$ cat config.mk
export PLATFORM = sky130hd
export DESIGN_NAME = ctd_norm_step
export DESIGN_NICKNAME = d
export VERILOG_FILES = /design/src/cubemap_texel_direction_assert.svh /design/src/ctd_pkg.sv /design/src/ctd_norm_step.sv
export SDC_FILE = /design/constraint.sdc
export NUM_CORES = 1
export LEC_CHECK = 0
export BUFFER_PORTS_ARGS = -buffer_cell sky130_fd_sc_hd__buf_2
export CAP_MARGIN = 10
export CELL_PAD_IN_SITES_DETAIL_PLACEMENT = 0
export CELL_PAD_IN_SITES_GLOBAL_PLACEMENT = 1
export CORE_ASPECT_RATIO = 2
export CORE_UTILIZATION = 35
export DETAILED_ROUTE_END_ITERATION = 12
export PLACE_DENSITY = 0.95
export SLEW_MARGIN = 20
export SYNTH_ARGS = -nofsm -noshare
export SYNTH_HDL_FRONTEND = slang
export SYNTH_SLANG_ARGS = --single-unit
$ cat constraint.sdc
create_clock -name vclk -period 4.2
set_clock_uncertainty 0.1 [all_clocks]
set_input_delay 0 -clock vclk [all_inputs]
set_output_delay 0 -clock vclk [all_outputs]
set_load 0.02 [all_outputs]
$ cat src/cubemap_texel_direction_assert.svh
// Assertion macros shared by the cubemap texel direction RTL.
`ifndef CUBEMAP_TEXEL_DIRECTION_ASSERT_SVH
`define CUBEMAP_TEXEL_DIRECTION_ASSERT_SVH

// Property checked at every clock edge outside reset.
`define CTD_ASSERT(lbl, prop, msg) \
   lbl: assert property (@(posedge clock) disable iff (reset) prop) else $error(msg);

// Condition in one cycle implies a condition in the next.
`define CTD_ASSERT_NEXT(lbl, pre, post, msg) \
   lbl: assert property (@(posedge clock) disable iff (reset) (pre) |=> (post)) \
      else $error(msg);

`endif

$ cat src/ctd_pkg.sv
// Shared constants and types of the cubemap texel direction block.
package ctd_pkg;

   localparam int MAX_FACE_LOG2_DEF = 12;
   localparam int FRAC_BITS_DEF     = 15;

   localparam int FACE_W    = 3;
   localparam int MIP_W     = 4;
   localparam int TEX_W     = 12;
   localparam int FS_W      = 13;
   localparam int ML_W      = 4;
   localparam int DIR_W     = 16;
   localparam int IDX_W     = 27;
   localparam int Q_W       = 16;
   localparam int CSR_IDX_W = 1;
   localparam int REQ_W     = 32;
   localparam int RSP_W     = 80;
   localparam int LEVELS    = 1 << MIP_W;

   localparam logic [FS_W-1:0]  FACE_SIZE_RST  = 13'd256;
   localparam logic [ML_W-1:0]  MIP_LEVELS_RST = 4'd9;
   localparam logic [DIR_W-1:0] DIR_MAX        = 16'h7FFF;

   typedef enum logic [CSR_IDX_W-1:0] {
      CSR_FACE_SIZE  = 1'b0,
      CSR_MIP_LEVELS = 1'b1
   } csr_index_type;

   typedef enum logic [FACE_W-1:0] {
      FACE_POS_X = 3'd0,
      FACE_NEG_X = 3'd1,
      FACE_POS_Y = 3'd2,
      FACE_NEG_Y = 3'd3,
      FACE_POS_Z = 3'd4,
      FACE_NEG_Z = 3'd5
   } face_type;

endpackage

$ cat src/ctd_norm_step.sv
// One bit of the rounded normalization search for one vector component.
module ctd_norm_step #(
   parameter int NW = 2 * (ctd_pkg::MAX_FACE_LOG2_DEF + 1),
   parameter int RW = NW + 36,
   parameter int K  = 0
) (
   input  logic signed [RW-1:0]          r_i,
   input  logic signed [RW-1:0]          p_i,
   input  logic        [NW-1:0]          n_i,
   input  logic        [ctd_pkg::Q_W-1:0] q_i,
   output logic signed [RW-1:0]          r_o,
   output logic signed [RW-1:0]          p_o,
   output logic        [ctd_pkg::Q_W-1:0] q_o
);
   import ctd_pkg::*;

   logic signed [RW-1:0] ne;
   logic signed [RW-1:0] d;
   logic signed [RW-1:0] rt;
   logic                 ok;

   // r = M - t*t*N, p = t*N with t = 2q-1; trying bit K grows t by 2^(K+1)
   always_comb begin
      ne  = $signed({{(RW-NW){1'b0}}, n_i});
      d   = (p_i <<< (K + 2)) + (ne <<< (2 * K + 2));
      rt  = r_i - d;
      ok  = !rt[RW-1] && ((K == Q_W - 1) || !q_i[Q_W-1]);
      r_o = ok ? rt : r_i;
      p_o = ok ? (p_i + (ne <<< (K + 1))) : p_i;
      q_o = ok ? (q_i | (Q_W'(1) << K)) : q_i;
   end

endmodule

==> reports/qor.txt, run 1 <==
Rows = 78
# clk buffers = 0
Layout Nets = 1,801
Clock power frac = 0%
Final core utilization = 43.3%
Die height = 216 µm
Largest net degree at the start of global routing = 95
Drt first pass iters = 8
Ys Warns = 0
Startpoint types = primary input
Most frequent cells in the layout = buf_2 (278), inv_1 (175), nand2_1 (149)
Post-Syn Area per Cell = 6.51 µm²
Highest metal used = met5
Routed wl met2 = 17,200 µm
Max Slew Vio Count = 0
Placed cell count = 1,752
Commonest non-fill, non-tap cell in the layout = buf_2
Pint = 0.933 mW
WL final = 30,200 µm
Outcome = completed
Layout area overhead = 22.1%
# IOs = 306
Sequential Power Share = 0%
Core box area = 22,600 µm²
Initial drt markers = 387
Pwr Density = 256 nW/µm²
Residual DRC = 0
Post-synthesis cell count = 1,233
P_sw = 1.58 mW
Maximum vdd drop = 0.125 mV
Setup TNS = 0 ns
Setup violations, final = 0
RSZ-0062 raised after global routing = false
Fmax = 252 MHz
Crit Path Class = primary input to primary output
Wire length on met3 = 1110 µm
Met1 WL = 9650 µm
Worst Path Max Fanout = 16
Mapped Area = 8030 µm²
Multi-input logic area = 7040 µm²
Overall Global Routing Usage = 25.0%
Crit. End Element = primary output
Sequential fraction of the synthesis area = 0%
First-pass GRT wire length = 46,000 µm
Seq Cell Count = 0
Seq. cell area = 0 µm²
Congestion Overflow GR = 0
Least-Margin Pin Slew = 0.839 ns
Leakage = 5.19 nW
Fill cell count = 2,492
Sw frac = 62.9%
Layout cell share with drive strength beyond 1 = 21.7%
DRT antenna net count = 0
CP arrival = 3.86 ns
Post-synth cell types = 65
Slew HR = 43.5%
Post-route insts no fill = 1,770
Max_cap viols = 0
DPL Wire Length = 26,800 µm
Vias post-DR = 9,525
Routability cong. = 0.932
Die W = 109 µm
Logic pwr share = 100.0%
Post-CTS setup buffers = 0
Vias in the first global route = 9,396
DR vias/cell = 5.38
Initial Util = 35.5%
Final min period = 3.96 ns
Die Area = 23,600 µm²
Fin crit share = 94.3%
Final hold violation count = 0
Worst Path Required = 4.10 ns
IO buf count = 278
Wire per inst = 17.0 µm
Initial antenna violation count = 5
Syn nets = 1,546
HP Class = primary input to primary output
==> power by group through the flow <==
| stage | Combinational (mW) | Clock (mW) | Sequential [mW] |
|---|---|---|---|
| 3_5_place_dp | 2.47 | 0 | 0 |
| 6_report | 2.51 | 0.000000128 | 0 |
| 2_1_floorplan | 1.69 | 0 | 0 |
| 5_1_grt | 2.74 | 0.0000000638 | 0 |
| 4_1_cts | 2.51 | 0 | 0 |
| 3_3_place_gp | 2.46 | 0 | 0 |
==> final timing paths <==
check / startpoint / to / slack (ns) / cells after the start
worst min-delay path: p_i[0] / p_o[0] / 0.14 / 2
worst max-delay path: p_i[1] / p_o[49] / 0.24 / 15
==> cells in the mapped netlist (4+ instances only) <==
cell type / count / area [µm²]
and3_1: 17 / 106
inv_1: 175 / 657
nor2b_1: 9 / 56.3
a41oi_1: 4 / 35.0
o21ai_1: 55 / 275
o21ai_0: 77 / 385
ha_1: 120 / 1500
buf_4: 23 / 173
o211ai_1: 6 / 45.0
a31oi_1: 12 / 75.1
nand4_1: 24 / 150
and2_1: 7 / 43.8
nor3_1: 12 / 60.1
o31ai_1: 8 / 60.1
nand2b_1: 10 / 62.6
a21oi_1: 107 / 536
o21bai_1: 23 / 173
clkbuf_1: 30 / 113
o21a_1: 6 / 45.0
or3_1: 6 / 37.5
a21o_1: 35 / 263
nand2_1: 149 / 559
xnor2_1: 58 / 508
a2111oi_0: 4 / 35.0
buf_2: 7 / 35.0
fa_1: 27 / 541
nand3_1: 40 / 200
nor2_1: 67 / 251
a211oi_1: 4 / 30.0
xor2_1: 55 / 482
==> metal layers <==
layer / vias up / track usage [%]
met5: - / 0
met4: 2 / 15.9
met3: 115 / 1.98
met2: 347 / 51.3
met1: 4338 / 21.7
li1: 4723 / -
==> repair_timing <==
item,CTS,global route
gates resized for setup,0,3
endpoints found under the setup margin,0,15
hold endpoints to repair,14,0
hold buffers,14,0
==> per-stage QoR <==
stage	worst slack [ns]	area (µm²)	hold slack, ns	power, mW
after detailed placement	0.183	9640	-0.0999	2.47
final	0.238	9810	0.135	2.51
after global routing	0.0394	9800	0.150	2.74
after global placement	0.180	9640	-0.0999	2.46
after floorplan	0.735	8030	0.0126	1.69
after CTS	0.153	9780	0.136	2.51
==> critical path, cell delays in order <==
cell	delay [ns]
buf_2	0.11
ha_1	0.19
inv_1	0.06
fa_1	0.40
nand2b_1	0.18
a21oi_1	0.23
o21ai_1	0.19
o31ai_1	0.55
a31o_1	0.31
a31oi_1	0.17
o21ai_1	0.46
nand3b_4	0.31
nor4_1	0.33
xor2_1	0.17
buf_2	0.18
==> kinds of logic (layout without fill, tap and decap cells) <==
logic type / after synthesis / after routing / share of synthesized area [%]
AOI/OAI and AO/OA: 371 / 371 / 28.2
xor gates and xnor gates: 113 / 113 / 12.3
adders and majority gates: 147 / 147 / 25.4
buffers and inverters: 240 / 493 / 12.7
muxes: 4 / 4 / 0.592
other: 0 / 4 / 0
and+or+nand+nor: 358 / 358 / 20.7
==> final cells by class <==
| class | count | share of cell area [%] |
|---|---|---|
| Tap cell | 280 | 3.57 |
| Antenna cell | 4 | 0.102 |
| Timing Repair Buffer | 318 | 17.9 |
| Multi-Input combinational cell | 993 | 71.8 |
| Inverter | 175 | 6.70 |
Note: power is estimated with default switching activity, not from simulation.
==> inputs of run 2 (changes only) <==
--- a/config.mk
+++ b/config.mk
@@ -7,2 +7,3 @@
 export LEC_CHECK = 0
+export ABC_CLOCK_PERIOD_IN_PS = 4200
 export BUFFER_PORTS_ARGS = -buffer_cell sky130_fd_sc_hd__buf_2
--- a/constraint.sdc
+++ b/constraint.sdc
@@ -4,2 +4,2 @@
 set_output_delay 0 -clock vclk [all_outputs]
-set_load 0.02 [all_outputs]
+set_load 0.1 [all_outputs]
==> reports/qor.txt, run 2 (synthesis gave the netlist of run 1 again) <==
Die Area = 23,600 µm² (unchanged)
Overall Global Routing Usage = 24.8% (-0.17 points)
Routability cong. = 0.987 (+5.9%)
Fin crit share = 96.3% (+1.9 points)
Leakage = 6.02 nW (+16%)
Die W = 109 µm (unchanged)
Final Power = 4.65 mW (+85%)
Setup violations, final = 0 (unchanged)
Vias in the first global route = 9,661 (+2.8%)
DR vias/cell = 5.49 (+2.0%)
Crit. End Element = primary output
Maximum vdd drop = 0.299 mV (+140%)
IO buf count = 278 (unchanged)
Drt first pass iters = 5 (-3)
Max Slew Vio Count = 0 (unchanged)
Rows = 78 (unchanged)
Final hold violation count = 0 (unchanged)
# clk buffers = 0 (unchanged)
Post-route insts no fill = 1,773 (+0.17%)
Least-Margin Pin Slew = 0.998 ns (+0.159 ns)
Vias post-DR = 9,736 (+2.2%)
Final min period = 4.04 ns (+0.0803 ns)
Commonest non-fill, non-tap cell in the layout = inv_1
DP Area = 11,800 µm² (+23%)
Layout Nets = 1,807 (+0.33%)
Worst hold margin = 0.246 ns (+0.111 ns)
Dpl ws = -0.125 ns (-0.308 ns)
Initial Util = 35.5% (unchanged)
Multi-input logic area = 7380 µm² (+4.9%)
Congestion Overflow GR = 0 (unchanged)
CP arrival = 3.94 ns (+0.08 ns)
Fmax = 247 MHz (-2.0%)
Layout cell share with drive strength beyond 1 = 25.2% (+3.5 points)
Final setup margin = 0.157 ns (-0.0803 ns)
First-pass GRT wire length = 46,600 µm (+1.3%)
Die height = 216 µm (unchanged)
Residual DRC = 0 (unchanged)
Initial antenna violation count = 2 (-3)
Largest net degree at the start of global routing = 60 (-37%)
Crit Path Class = primary input to primary output
Wire per inst = 17.1 µm (+0.44%)
Final core utilization = 53.1% (+9.8 points)
Pwr Density = 387 nW/µm² (+51%)
Startpoint types = primary input
Worst Path Max Fanout = 57 (+41)
Setup TNS = 0 ns (unchanged)
Seq. cell area = 0 µm² (unchanged)
Worst Path Required = 4.10 ns (about the same)
DPL Wire Length = 26,400 µm (-1.4%)
WL final = 30,400 µm (+0.61%)
Slew HR = 33.2% (-10 points)
Seq Cell Count = 0 (unchanged)
Placed cell count = 1,756 (+0.23%)
Outcome = completed
HP Class = primary input to primary output
Initial drt markers = 317 (-18%)
Core box area = 22,600 µm² (unchanged)
Max_cap viols = 0 (unchanged)
DRT antenna net count = 0 (unchanged)
Layout area overhead = 49.8%
# IOs = 306 (unchanged)
Most frequent cells in the layout = inv_1 (175), buf_2 (158), nand2_1 (149)
Fill cell count = 2,141 (-14%)
Fin area = 12,000 µm² (+23%)
run 2: changes by cell type in the layout (fill, tap and decap cells not counted), sizes merged:
cell	delta
diode	-3
clkbuf	+1
buf	+5
run 2: path summary, 6_finish.rpt:
path	slack, ns	endpoint	depth (start not counted)	start
setup / recovery	0.16	p_o[29]	16	p_i[6]
hold / removal	0.25	p_o[61]	3	p_i[61]
run 2: power breakdown:
group | internal, mW | switching, mW
clock | 0.0000000320 | 0
combinational | 1.59 | 3.06
sequential | 0 | 0
total | 1.59 | 3.06
run 2: per-layer routing:
metal  wire (µm)  GRT usage [%]  up-vias
met5          11              0        -
met4        2010           15.0        2
met2       17400           50.7      377
met3        1120           1.26      113
met1        9810           22.6     4518
li1            -              -     4726
run 2: cell type report:
cell class,count,area share (%)
timing repair buffer,324,30.3
tap,280,2.91
inverter,175,5.46
antenna,1,0.0208
multi-input combinational,993,61.3
run 2: critical path: stages:
cell,delay [ns]
buf_2,0.11
inv_1,0.06
fa_1,0.46
ha_1,0.44
a21oi_1,0.15
o21ai_1,0.31
o21bai_4,0.14
a211oi_4,0.30
o41ai_4,0.13
o41ai_4,0.38
mux2i_4,0.45
buf_12,0.29
nand2b_1,0.21
nor2_1,0.08
xor2_2,0.17
buf_12,0.20
run 2: repair_timing:
item,in CTS,in global routing
pin swaps,0,1
gates cloned,0,1
buffers inserted,0,1
hold buffers,14,0
endpoints found under the hold margin,14,0
endpoints found under the setup margin,2,36
resized for setup,2,5
